[src/sv/descriptor_block_move_sequencer_assert.svh]
// ---------------------------------------------------------------------------
// Assertion macros for the descriptor block move sequencer
// Concurrent checks that can be compiled out by defining ASSERT_OFF.
// ---------------------------------------------------------------------------
`ifndef DESCRIPTOR_BLOCK_MOVE_SEQUENCER_ASSERT_SVH
`define DESCRIPTOR_BLOCK_MOVE_SEQUENCER_ASSERT_SVH

`ifndef ASSERT_OFF

// Implication checked at every rising clock edge outside reset.
`define DBMS_ASSERT(label, clk, rst_n, prop, msg) \
    label: assert property (@(posedge clk) disable iff (!rst_n) (prop)) else $error(msg);

// Condition that must never hold outside reset.
`define DBMS_NEVER(label, clk, rst_n, cond, msg) \
    label: assert property (@(posedge clk) disable iff (!rst_n) !(cond)) else $error(msg);

`else

`define DBMS_ASSERT(label, clk, rst_n, prop, msg)
`define DBMS_NEVER(label, clk, rst_n, cond, msg)

`endif

`endif

[src/sv/dbms_pkg.sv]
// ---------------------------------------------------------------------------
// Descriptor block move sequencer package
// Shared constants, status codes and the result word type.
// ---------------------------------------------------------------------------
package dbms_pkg;

    // Default segment field widths.
    localparam int BASE_BITS_DEF   = 24;
    localparam int OFFSET_BITS_DEF = 16;

    // Width of the linear address outputs.
    localparam int ADDR_BITS = 25;

    // Action codes.
    localparam logic ACT_START = 1'b0;
    localparam logic ACT_NEXT  = 1'b1;

    // Status codes.
    localparam logic [1:0] ST_BUSY = 2'd0;
    localparam logic [1:0] ST_DONE = 2'd1;
    localparam logic [1:0] ST_FAIL = 2'd2;
    localparam logic [1:0] ST_IDLE = 2'd3;

    // One result word.
    typedef struct packed {
        logic                 move_valid;
        logic [ADDR_BITS-1:0] src_address;
        logic [ADDR_BITS-1:0] dst_address;
        logic                 last_move;
        logic [1:0]           status;
    } result_t;

endpackage

[src/sv/dbms_in_stage.sv]
// ---------------------------------------------------------------------------
// Input register stage
// Captures one input word and holds it until the sequencer consumes it.
// ---------------------------------------------------------------------------
module dbms_in_stage #(
    parameter int BASE_BITS   = dbms_pkg::BASE_BITS_DEF,
    parameter int OFFSET_BITS = dbms_pkg::OFFSET_BITS_DEF
) (
    input  logic                   clk,
    input  logic                   rst_n,
    input  logic                   in_valid,
    output logic                   in_ready,
    input  logic                   action,
    input  logic [OFFSET_BITS-1:0] src_limit_raw,
    input  logic [BASE_BITS-1:0]   src_base,
    input  logic [OFFSET_BITS-1:0] src_offset,
    input  logic [OFFSET_BITS-1:0] dst_limit_raw,
    input  logic [BASE_BITS-1:0]   dst_base,
    input  logic [OFFSET_BITS-1:0] dst_offset,
    input  logic [OFFSET_BITS-1:0] byte_count,
    input  logic                   take,
    output logic                   s1_valid,
    output logic                   s1_action,
    output logic [OFFSET_BITS-1:0] s1_src_limit_raw,
    output logic [BASE_BITS-1:0]   s1_src_base,
    output logic [OFFSET_BITS-1:0] s1_src_offset,
    output logic [OFFSET_BITS-1:0] s1_dst_limit_raw,
    output logic [BASE_BITS-1:0]   s1_dst_base,
    output logic [OFFSET_BITS-1:0] s1_dst_offset,
    output logic [OFFSET_BITS-1:0] s1_byte_count
);
    import dbms_pkg::*;

    logic                   valid_reg;
    logic                   valid_next;
    logic                   load;
    logic                   action_reg;
    logic [OFFSET_BITS-1:0] src_limit_raw_reg;
    logic [BASE_BITS-1:0]   src_base_reg;
    logic [OFFSET_BITS-1:0] src_offset_reg;
    logic [OFFSET_BITS-1:0] dst_limit_raw_reg;
    logic [BASE_BITS-1:0]   dst_base_reg;
    logic [OFFSET_BITS-1:0] dst_offset_reg;
    logic [OFFSET_BITS-1:0] byte_count_reg;

    // The stage takes a new word when empty or when its word moves on.
    assign in_ready = !valid_reg || take;
    assign load     = in_valid && in_ready;

    always_comb
    begin
        valid_next = valid_reg;
        if (load)
        begin
            valid_next = 1'b1;
        end
        else if (take)
        begin
            valid_next = 1'b0;
        end
    end

    // Occupancy flag.
    always_ff @(posedge clk or negedge rst_n)
    begin
        if (!rst_n)
        begin
            valid_reg <= 1'b0;
        end
        else
        begin
            valid_reg <= valid_next;
        end
    end

    // Payload capture.
    always_ff @(posedge clk)
    begin
        if (load)
        begin
            action_reg        <= action;
            src_limit_raw_reg <= src_limit_raw;
            src_base_reg      <= src_base;
            src_offset_reg    <= src_offset;
            dst_limit_raw_reg <= dst_limit_raw;
            dst_base_reg      <= dst_base;
            dst_offset_reg    <= dst_offset;
            byte_count_reg    <= byte_count;
        end
    end

    assign s1_valid         = valid_reg;
    assign s1_action        = action_reg;
    assign s1_src_limit_raw = src_limit_raw_reg;
    assign s1_src_base      = src_base_reg;
    assign s1_src_offset    = src_offset_reg;
    assign s1_dst_limit_raw = dst_limit_raw_reg;
    assign s1_dst_base      = dst_base_reg;
    assign s1_dst_offset    = dst_offset_reg;
    assign s1_byte_count    = byte_count_reg;

endmodule

[src/sv/dbms_seq.sv]
// ---------------------------------------------------------------------------
// Move sequencer core
// Holds the latched descriptors and cursors and forms one result per word.
// ---------------------------------------------------------------------------
`include "descriptor_block_move_sequencer_assert.svh"

module dbms_seq #(
    parameter int BASE_BITS   = dbms_pkg::BASE_BITS_DEF,
    parameter int OFFSET_BITS = dbms_pkg::OFFSET_BITS_DEF
) (
    input  logic                   clk,
    input  logic                   rst_n,
    input  logic                   step,
    input  logic                   action,
    input  logic [OFFSET_BITS-1:0] src_limit_raw,
    input  logic [BASE_BITS-1:0]   src_base,
    input  logic [OFFSET_BITS-1:0] src_offset,
    input  logic [OFFSET_BITS-1:0] dst_limit_raw,
    input  logic [BASE_BITS-1:0]   dst_base,
    input  logic [OFFSET_BITS-1:0] dst_offset,
    input  logic [OFFSET_BITS-1:0] byte_count,
    output dbms_pkg::result_t      res
);
    import dbms_pkg::*;

    localparam int LIM_BITS = OFFSET_BITS + 1;
    localparam int SUM_BITS = ((BASE_BITS > OFFSET_BITS) ? BASE_BITS : OFFSET_BITS) + 1;
    localparam int WIDE_BITS = (SUM_BITS > ADDR_BITS) ? SUM_BITS : ADDR_BITS;

    logic                   active_reg;
    logic                   active_next;
    logic [LIM_BITS-1:0]    src_limit_reg;
    logic [LIM_BITS-1:0]    src_limit_next;
    logic [LIM_BITS-1:0]    dst_limit_reg;
    logic [LIM_BITS-1:0]    dst_limit_next;
    logic [BASE_BITS-1:0]   src_seg_base_reg;
    logic [BASE_BITS-1:0]   src_seg_base_next;
    logic [BASE_BITS-1:0]   dst_seg_base_reg;
    logic [BASE_BITS-1:0]   dst_seg_base_next;
    logic [OFFSET_BITS-1:0] src_cursor_reg;
    logic [OFFSET_BITS-1:0] src_cursor_next;
    logic [OFFSET_BITS-1:0] dst_cursor_reg;
    logic [OFFSET_BITS-1:0] dst_cursor_next;
    logic [LIM_BITS-1:0]    remaining_reg;
    logic [LIM_BITS-1:0]    remaining_next;

    logic [LIM_BITS-1:0]    new_src_limit;
    logic [LIM_BITS-1:0]    new_dst_limit;
    logic [LIM_BITS-1:0]    new_remaining;
    logic                   start_bad;
    logic                   cursor_bad;
    logic [WIDE_BITS-1:0]   src_sum;
    logic [WIDE_BITS-1:0]   dst_sum;

    // Descriptor decode for a start word.
    assign new_src_limit = {1'b0, src_limit_raw} + LIM_BITS'(1);
    assign new_dst_limit = {1'b0, dst_limit_raw} + LIM_BITS'(1);
    assign new_remaining = (byte_count == '0) ? {1'b1, {OFFSET_BITS{1'b0}}}
                                              : {1'b0, byte_count};
    assign start_bad = ({1'b0, src_offset} >= new_src_limit)
                    || ({1'b0, dst_offset} >= new_dst_limit);

    // Limit check and linear addresses for the current cursors.
    assign cursor_bad = ({1'b0, src_cursor_reg} >= src_limit_reg)
                     || ({1'b0, dst_cursor_reg} >= dst_limit_reg);
    assign src_sum = WIDE_BITS'(src_seg_base_reg) + WIDE_BITS'(src_cursor_reg);
    assign dst_sum = WIDE_BITS'(dst_seg_base_reg) + WIDE_BITS'(dst_cursor_reg);

    // Result and next state for the word in the input register.
    always_comb
    begin
        active_next       = active_reg;
        src_limit_next    = src_limit_reg;
        dst_limit_next    = dst_limit_reg;
        src_seg_base_next = src_seg_base_reg;
        dst_seg_base_next = dst_seg_base_reg;
        src_cursor_next   = src_cursor_reg;
        dst_cursor_next   = dst_cursor_reg;
        remaining_next    = remaining_reg;
        res               = '0;
        res.status        = ST_IDLE;

        unique case (action)
            ACT_START:
            begin
                src_limit_next    = new_src_limit;
                dst_limit_next    = new_dst_limit;
                src_seg_base_next = src_base;
                dst_seg_base_next = dst_base;
                src_cursor_next   = src_offset;
                dst_cursor_next   = dst_offset;
                remaining_next    = new_remaining;
                active_next       = !start_bad;
                res.status        = start_bad ? ST_FAIL : ST_BUSY;
            end
            ACT_NEXT:
            begin
                priority if (!active_reg)
                begin
                    res.status = ST_IDLE;
                end
                else if (cursor_bad)
                begin
                    active_next = 1'b0;
                    res.status  = ST_FAIL;
                end
                else
                begin
                    src_cursor_next = src_cursor_reg + OFFSET_BITS'(1);
                    dst_cursor_next = dst_cursor_reg + OFFSET_BITS'(1);
                    remaining_next  = remaining_reg - LIM_BITS'(1);
                    res.move_valid  = 1'b1;
                    res.src_address = src_sum[ADDR_BITS-1:0];
                    res.dst_address = dst_sum[ADDR_BITS-1:0];
                    if (remaining_reg == LIM_BITS'(1))
                    begin
                        active_next   = 1'b0;
                        res.last_move = 1'b1;
                        res.status    = ST_DONE;
                    end
                    else
                    begin
                        res.status = ST_BUSY;
                    end
                end
            end
            default:
            begin
                res.status = ST_IDLE;
            end
        endcase
    end

    // Control flag.
    always_ff @(posedge clk or negedge rst_n)
    begin
        if (!rst_n)
        begin
            active_reg <= 1'b0;
        end
        else if (step)
        begin
            active_reg <= active_next;
        end
    end

    // Descriptor and cursor state.
    always_ff @(posedge clk or negedge rst_n)
    begin
        if (!rst_n)
        begin
            src_limit_reg    <= '0;
            dst_limit_reg    <= '0;
            src_seg_base_reg <= '0;
            dst_seg_base_reg <= '0;
            src_cursor_reg   <= '0;
            dst_cursor_reg   <= '0;
            remaining_reg    <= '0;
        end
        else if (step)
        begin
            src_limit_reg    <= src_limit_next;
            dst_limit_reg    <= dst_limit_next;
            src_seg_base_reg <= src_seg_base_next;
            dst_seg_base_reg <= dst_seg_base_next;
            src_cursor_reg   <= src_cursor_next;
            dst_cursor_reg   <= dst_cursor_next;
            remaining_reg    <= remaining_next;
        end
    end

    // An active move never runs its cursors past the limits.
    `DBMS_NEVER(a_src_cursor_in_range, clk, rst_n, active_reg && ({1'b0, src_cursor_reg} > src_limit_reg), "source cursor beyond limit while active")
    `DBMS_NEVER(a_dst_cursor_in_range, clk, rst_n, active_reg && ({1'b0, dst_cursor_reg} > dst_limit_reg), "destination cursor beyond limit while active")
    // An active move always has bytes left.
    `DBMS_NEVER(a_remaining_nonzero, clk, rst_n, active_reg && (remaining_reg == '0), "active move with no bytes left")
    // A completion is flagged exactly on the last address pair.
    `DBMS_ASSERT(a_last_is_done, clk, rst_n, res.last_move == (res.status == ST_DONE), "last_move and completion status disagree")

endmodule

[src/sv/dbms_out_stage.sv]
// ---------------------------------------------------------------------------
// Result register stage
// Holds one result word for the output channel and frees the input stage.
// ---------------------------------------------------------------------------
module dbms_out_stage (
    input  logic              clk,
    input  logic              rst_n,
    input  logic              s1_valid,
    input  dbms_pkg::result_t res_in,
    output logic              take,
    output logic              out_valid,
    input  logic              out_ready,
    output dbms_pkg::result_t res_out
);
    import dbms_pkg::*;

    logic    valid_reg;
    logic    valid_next;
    result_t res_reg;

    // A word moves in when the register is empty or is being drained.
    assign take = s1_valid && (!valid_reg || out_ready);

    always_comb
    begin
        valid_next = valid_reg;
        if (take)
        begin
            valid_next = 1'b1;
        end
        else if (out_ready)
        begin
            valid_next = 1'b0;
        end
    end

    // Occupancy flag.
    always_ff @(posedge clk or negedge rst_n)
    begin
        if (!rst_n)
        begin
            valid_reg <= 1'b0;
        end
        else
        begin
            valid_reg <= valid_next;
        end
    end

    // Result capture.
    always_ff @(posedge clk)
    begin
        if (take)
        begin
            res_reg <= res_in;
        end
    end

    assign out_valid = valid_reg;
    assign res_out   = res_reg;

endmodule

[src/sv/descriptor_block_move_sequencer.sv]
// A result word is offered once its input word has passed the input register
// and then the result register; a stalled receiver can hold it in between.
// Throughput: one word per cycle while out_ready is high. An active next word
// in limits has an address pair from the add-and-compare on registered cursors.
// Reset (rst_n low, asynchronous) empties both register stages and leaves
// the sequencer idle with all descriptors and cursors at zero.
// ---------------------------------------------------------------------------
// Descriptor block move sequencer
// Input register, sequencer core and result register in a two-stage pipe.
// ---------------------------------------------------------------------------
module descriptor_block_move_sequencer #(
    parameter int BASE_BITS   = dbms_pkg::BASE_BITS_DEF,
    parameter int OFFSET_BITS = dbms_pkg::OFFSET_BITS_DEF
) (
    input  logic                           clk,
    input  logic                           rst_n,
    input  logic                           in_valid,
    output logic                           in_ready,
    input  logic                           action,
    input  logic [OFFSET_BITS-1:0]         src_limit_raw,
    input  logic [BASE_BITS-1:0]           src_base,
    input  logic [OFFSET_BITS-1:0]         src_offset,
    input  logic [OFFSET_BITS-1:0]         dst_limit_raw,
    input  logic [BASE_BITS-1:0]           dst_base,
    input  logic [OFFSET_BITS-1:0]         dst_offset,
    input  logic [OFFSET_BITS-1:0]         byte_count,
    output logic                           out_valid,
    input  logic                           out_ready,
    output logic                           move_valid,
    output logic [dbms_pkg::ADDR_BITS-1:0] src_address,
    output logic [dbms_pkg::ADDR_BITS-1:0] dst_address,
    output logic                           last_move,
    output logic [1:0]                     status
);
    import dbms_pkg::*;

    logic                   take;
    logic                   s1_valid;
    logic                   s1_action;
    logic [OFFSET_BITS-1:0] s1_src_limit_raw;
    logic [BASE_BITS-1:0]   s1_src_base;
    logic [OFFSET_BITS-1:0] s1_src_offset;
    logic [OFFSET_BITS-1:0] s1_dst_limit_raw;
    logic [BASE_BITS-1:0]   s1_dst_base;
    logic [OFFSET_BITS-1:0] s1_dst_offset;
    logic [OFFSET_BITS-1:0] s1_byte_count;
    result_t                seq_res;
    result_t                out_res;

    // Input register.
    dbms_in_stage #(
        .BASE_BITS   (BASE_BITS),
        .OFFSET_BITS (OFFSET_BITS)
    ) u_in_stage (
        .clk              (clk),
        .rst_n            (rst_n),
        .in_valid         (in_valid),
        .in_ready         (in_ready),
        .action           (action),
        .src_limit_raw    (src_limit_raw),
        .src_base         (src_base),
        .src_offset       (src_offset),
        .dst_limit_raw    (dst_limit_raw),
        .dst_base         (dst_base),
        .dst_offset       (dst_offset),
        .byte_count       (byte_count),
        .take             (take),
        .s1_valid         (s1_valid),
        .s1_action        (s1_action),
        .s1_src_limit_raw (s1_src_limit_raw),
        .s1_src_base      (s1_src_base),
        .s1_src_offset    (s1_src_offset),
        .s1_dst_limit_raw (s1_dst_limit_raw),
        .s1_dst_base      (s1_dst_base),
        .s1_dst_offset    (s1_dst_offset),
        .s1_byte_count    (s1_byte_count)
    );

    // Sequencer core; its state advances when the result register loads.
    dbms_seq #(
        .BASE_BITS   (BASE_BITS),
        .OFFSET_BITS (OFFSET_BITS)
    ) u_seq (
        .clk           (clk),
        .rst_n         (rst_n),
        .step          (take),
        .action        (s1_action),
        .src_limit_raw (s1_src_limit_raw),
        .src_base      (s1_src_base),
        .src_offset    (s1_src_offset),
        .dst_limit_raw (s1_dst_limit_raw),
        .dst_base      (s1_dst_base),
        .dst_offset    (s1_dst_offset),
        .byte_count    (s1_byte_count),
        .res           (seq_res)
    );

    // Result register.
    dbms_out_stage u_out_stage (
        .clk       (clk),
        .rst_n     (rst_n),
        .s1_valid  (s1_valid),
        .res_in    (seq_res),
        .take      (take),
        .out_valid (out_valid),
        .out_ready (out_ready),
        .res_out   (out_res)
    );

    assign move_valid  = out_res.move_valid;
    assign src_address = out_res.src_address;
    assign dst_address = out_res.dst_address;
    assign last_move   = out_res.last_move;
    assign status      = out_res.status;

endmodule

[config.mk]
export PLATFORM = sky130hd
export DESIGN_NAME = descriptor_block_move_sequencer
export DESIGN_NICKNAME = d
export VERILOG_FILES = /design/src/sv/dbms_pkg.sv /design/src/sv/dbms_in_stage.sv /design/src/sv/dbms_seq.sv /design/src/sv/dbms_out_stage.sv /design/src/sv/descriptor_block_move_sequencer.sv
export VERILOG_INCLUDE_DIRS = /design/src /design/src/sv
export SDC_FILE = /design/constraint.sdc
export NUM_CORES = 1
export LEC_CHECK = 0
export BUFFER_PORTS_ARGS = -buffer_cell sky130_fd_sc_hd__buf_4
export CAP_MARGIN = 5
export CORE_AREA = 2 2 158 160
export CTS_BUF_LIST = sky130_fd_sc_hd__clkbuf_8
export CTS_CLUSTER_DIAMETER = 80
export DETAILED_ROUTE_END_ITERATION = 10
export DIE_AREA = 0 0 160 162
export GPL_ROUTABILITY_DRIVEN = 0
export GPL_TIMING_DRIVEN = 1
export PLACE_DENSITY = 0.87
export RECOVER_POWER = 100
export SLEW_MARGIN = 20
export SYNTH_ARGS = -nofsm -noshare
export SYNTH_HDL_FRONTEND = slang
export SYNTH_HIERARCHICAL = 1
export SYNTH_SLANG_ARGS = --single-unit
[constraint.sdc]
create_clock -name clk -period 13.3 [get_ports clk]
set_input_delay 3.99 -clock clk [delete_from_list [all_inputs] [get_ports clk]]
set_output_delay 3.99 -clock clk [all_outputs]
set_load 0.02 [all_outputs]
# Word-level counts from Yosys, hierarchy flattened
# Cells that the tools add are included.
# Widths: inputs -> output; s select.
op_classes:
  muxes: 25
  n_bitwise: 2
  n_addsub: 7
  n_eq_ne: 3
  n_lt_le_gt_ge: 4
  reduce_logical: 16
op_table:
  columns: ["op", "count"]
  rows:
  - ["$ge 16x17->1", 4]
  - ["$mux 16", 4]
  - ["$pmux 16 s2", 2]
  - ["$mux 52", 1]
  - ["$mux 17", 3]
  - ["$add 24x16->25", 2]
  - ["$add 16x1->17 const B", 2]
  - ["$pmux 17 s2", 1]
  - ["$add 16x1->16 const B", 2]
  - ["$eq 17x1->1 const B", 1]
  - ["$sub 17x1->17 const B", 1]
  - ["$logic_not 16->1", 1]
  - ["$mux 1", 9]
  - ["$mux 2", 3]
  - ["$logic_or 1x1->1", 4]
  - ["$pmux 2 s2", 1]
  - ["$reduce_and 2->1", 2]
  - ["$reduce_bool 2->1", 2]
  - ["$logic_not 1->1", 3]
  - ["$reduce_and 3->1", 1]
  - ["$reduce_or 3->1", 1]
  - ["$logic_and 1x1->1", 2]
  - ["$ne 2x1->1 const B", 1]
  - ["$ne 2x2->1 const B", 1]
  - ["2 further kinds", 3]
totals:
  word_cells: 80
  out_inout_bits: 56
  ff_bits: 317
  inputBits: 133

# Longest topological paths before layout
logic_depth:
  ltp_word: 6
  depth_mapped: 13

# By module
# Netlist, hierarchy kept.
modules_own_cells:
  columns: ["mod", "area_each_um2", "cells_each", "n_inst", "seq_area_each_um2"]
  rows:
  - ["dbms_seq", 9960.8, 1238, 1, 3303.2]
  - ["dbms_in_stage", 3927.5, 133, 1, 3898.7]
  - ["dbms_out_stage", 1665.3, 58, 1, 1646.6]

# Worst setup path before layout
# No wires, ideal clock.
synth_timing:
  kind: "in2out"
  from: "input port out_ready"
  to: "output port in_ready"
  setup_slack_ns: 3.477
  arrival_time_ns: 5.833
  stages: 3
  path_cell_list: "nand2b_1 > and2_1 > nand2b_4"
synth_between:
  elab_chain_cells: 3
synth_rtl:
  columns: ["item", "line_no", "text"]
  rows:
  - ["start: declaration", "descriptor_block_move_sequencer.sv:28", "input logic out_ready,"]
  - ["$logic_or 1x1->1", "dbms_out_stage.sv:22", "assign take = s1_valid && (!valid_reg || out_ready);"]
  - ["$logic_and 1x1->1", "dbms_out_stage.sv:22", null]
  - ["net take", "descriptor_block_move_sequencer.sv:37", "logic take;"]
  - ["$logic_or 1x1->1", "dbms_in_stage.sv:47", "assign in_ready = !valid_reg || take;"]
  - ["end: declaration", "descriptor_block_move_sequencer.sv:18", "output logic in_ready,"]
# The timed path passes the listed nets, and every way through them passes these cells.

# Final worst setup path
layout_timing:
  from: "input port out_ready"
  to: "register u_in_stage.dst_base_reg[3] (netlist: u_in_stage/s1_dst_base[3]), enable pin"
layout_between:
  elab_chain_cells: 4
layout_rtl:
  columns: ["item", "line_no", "text"]
  rows:
  - ["$logic_or 1x1->1", "dbms_out_stage.sv:22", null]
  - ["$logic_and 1x1->1", "dbms_out_stage.sv:22", null]
  - ["net take", "descriptor_block_move_sequencer.sv:37", null]
  - ["$logic_or 1x1->1", "dbms_in_stage.sv:47", null]
  - ["$logic_and 1x1->1", "dbms_in_stage.sv:48", "assign load = in_valid && in_ready;"]
  - ["net u_in_stage.load", "dbms_in_stage.sv:36", "logic load;"]
  - ["end signal: assignment", "dbms_in_stage.sv:86", "dst_base_reg <= dst_base;"]
  - ["end: declaration", "dbms_in_stage.sv:42", "logic [BASE_BITS-1:0] dst_base_reg;"]
# The timed path passes the listed nets, and every way through them passes these cells.
# A chain may end at the register's enable or synchronous reset.

==> metrics.md <==
| Metric | Value |
|---|---|
| Status | `complete, but fails checks` |
| Violations in the final reports | `max-capacitance violations, max-slew violations` |
| # IOs | `189` |
| Nets@finish | `approximately 1.9k` |
| Worst reg-to-reg setup slack | `5.96 ns` |
| Initial antenna violation count | `0` |
| Post-route ant nets | `0` |
| Crit path required time | `~13 ns` |
| Global route overflow | `0` |
| Share of cells above drive strength 1 | `0.125` |
| Cell area after synthesis | `15600 um2` |
| Area Overhead vs Synth | `15.7%` |
| Synth Flop Type | `edfxtp_1` |
| Routed WL per cell | `roughly 18 um` |
| YS warnings | `6` |
| Most numerous cell on the critical path | `nand2b_1` |
| Worst-Margin Slew | `approximately 4.3 ns` |
| Hold_sp | `u_in_stage/s1_src_base[8]` |
| Final Hold Vio Count | `0` |
| Synth top area cells | `edfxtp_1, dfrtp_1, ha_1` |
| H-tree Lvls | `2` |
| Post-Synth XOR/XNOR Area | `0.0310` |
| Routed WL | `around 35 mm` |
| CTS Sinks | `about 320` |
| Worst path cell trace | `clkbuf_4, nand2b_1, and2_4, nand2b_1, and2_0, clkbuf_1` |
| Mapped Cells | `about 1.4k` |
| Post-synth EDFFs | `approximately 180` |
| Simple logic cell fraction of the synthesized area | `0.152` |
| Largest family of logic cells by synthesized area | `simple AND/OR/NAND/NOR gates` |
| Post-synthesis sequential area ratio | `0.569` |
| Placed cell areas | `between 15000 and 20000 um2` |
| WHS | `approximately 0.43 ns` |
| Pleak | `7.75 nW` |
| Slowest-stage cell, CP | `clkbuf_1` |
| Cts hold-fix bufs | `0` |
| Synth Area in Compound Gates | `0.116` |
| Max-slew violations | `approximately 650` |
| Reg2reg start | `u_out_stage/out_valid` |
| Max_slew headroom | `-1.84` |
| Rows | `between 50 and 60` |
| Port buffer count | `188` |
| Seq cells post-synth | `~320` |
| Pin count of the biggest net entering global routing | `85` |
| TritonCTS clock tree | `yes` |
| Final Cycle Share | `0.791` |
| CP Max Fanout | `76` |
| Cell area after layout | `18000 um2` |
| Clk root buf | `clkbuf_8` |
| First-pass GRT wire length | `56.6 mm` |
| Fraction of registers with async set/reset | `0.423` |
| Max-Cap Viols | `10` |
| Syn_area_per_cell | `roughly 11 um2` |
| Type of origin of the critical path | `input pin` |
| Clk slew on worst S/H paths | `0.06 ns` |
| Gr usage total | `0.272` |
| Initial DRC Count | `1063` |
| Clk_skew | `about 0.014 ns` |
| Pre-CTS WS | `between 4 and 5 ns` |
| Pwr/cell area | `~170 nW/um2` |
| Worst setup path startpoint | `out_ready` |
| Worst-Skew Late Latency | `0.57 ns` |
| Sum Neg Setup Slack | `0 ns` |
| Yosys top cell area share | `0.353` |
| Fin worst setup slack | `~2.8 ns` |
| Die height | `roughly 160 um` |
| Clock Tree Buf Depth | `3` |
| Critical Path Max Stage Delay | `2.85 ns` |
| Final setup fails | `0` |
| Number of gates resized after CTS | `0` |
| First-pass DRT Iterations | `5` |
| CTS Buf Count | `51` |
| Vias in the first global route | `around 12k` |
| Mux contribution to synthesized area | `0.0200` |
| Crit. End Element | `flop` |
| Die W | `160 um` |
| Layout Utilization | `0.746` |
| Peak VDD IR | `between 80 and 90 uV` |
| Core ar. | `approximately 24000 um2` |
| RSZ-0062 raised after global routing | `false` |
| Residual DRC | `0` |
| Max reg flops | `54` |
| Vias per cell | `5.89` |
| Vias | `about 12k` |
| Synthesized Nets | `1666` |
| Initial Utilization | `0.645` |
| Synth area leader | `edfxtp_1` |
| Post CTS Setup Buffer Count | `0` |
| Distinct cell type count after synthesis | `67` |
| Worst Hold Class | `reg -> reg` |
| Adder-Cell Fraction of Synth Area | `0.0846` |
| Total die area | `between 20000 and 30000 um2` |
| DP HPWL | `24.2 mm` |
| Critical path class | `in -> reg` |
| CP arrival | `approximately 11 ns` |
| Fmax | `between 90 and 100 MHz` |
| Fin crit period | `~11 ns` |
## synth_stat cells, types with 12 or more instances
| cell | n |
|---|---|
| nor3_1 | 27 |
| or3_1 | 12 |
| nor2_1 | 80 |
| a21oi_1 | 82 |
| nand4_1 | 23 |
| xor2_1 | 27 |
| nand2_1 | 245 |
| nand3_1 | 46 |
| clkbuf_1 | 45 |
| mux2i_1 | 31 |
| dfrtp_1 | 134 |
| and3_1 | 24 |
| o21ai_0 | 76 |
| xnor2_1 | 28 |
| o22ai_1 | 43 |
| a21o_1 | 22 |
| inv_1 | 64 |
| ha_1 | 102 |
| edfxtp_1 | 183 |
## path summary, 6_finish.rpt
check | end | cells after the start
min | u_seq/src_seg_base_reg[8] | 2
max | u_in_stage/s1_dst_base[3] | 6
max in group asynchronous | u_out_stage/out_valid | 2
max reg2reg | u_in_stage/s1_dst_base[3] | 5
min in group asynchronous | u_seq/src_limit_reg[10] | 1
min reg2reg | u_seq/src_seg_base_reg[8] | 2
## area by class of cell
cell class                 count  area [um2]
antenna                        1        2.50
clock buffer                  56         771
clock inverter                39         250
fill                        1648        6110
inverter                      65         244
multi-input combinational    996        6260
sequential                   317        8850
tap                          324         405
timing repair buffer         195        1210
## kinds of logic (layout without fill, tap and decap cells)
| family | Yosys count | after routing |
|---|---|---|
| fa+ha+maj | 104 | 104 |
| mux | 31 | 31 |
| compound gates | 296 | 296 |
| buf+inv | 116 | 355 |
| simple gates | 510 | 510 |
| xor+xnor | 55 | 55 |
| other cells | 0 | 1 |
| flops | 317 | 317 |
## critical path, delay by kind of cell
family	cells	cell delay, ns
and+or+nand+nor	4	3.58
buffers and inverters	2	2.95
## metal layers
metal,GRT usage,wire length [um],part of all wire,vias to the layer above
met3,0.0564,2970,0.085,71
met1,0.382,15200,0.44,5547
met4,0.0991,891,0.025,0
met2,0.427,15900,0.45,540
li1,-,-,-,5590
met5,0,0,0,-
## metrics by stage
step / total power [mW] / instances
floorplan: 1.96 / 1429
global placement: 2.18 / 1897
detailed placement: 2.24 / 1897
CTS: 3.07 / 1992
global route: 3.23 / 1992
finish: 3.05 / 1993
## where the power goes
group          internal (mW)  leakage, nW  switching, mW
clock                  0.448        0.568          0.375
combinational          0.336         3.78          0.512
sequential              1.22         3.40          0.154
## cells in the final DEF (no fill, tap or decap), types with 31 or more instances in the layout
cell type,count
ha_1,102
nor2_1,80
mux2i_1,31
a21oi_1,82
o21ai_0,77
edfxtp_1,183
clkbuf_8,56
o22ai_1,43
inv_1,76
nand3_1,46
clkbuf_1,67
dfrtp_1,134
nand2_1,245
clkbuf_4,126
(Power assumes the default switching activity.)
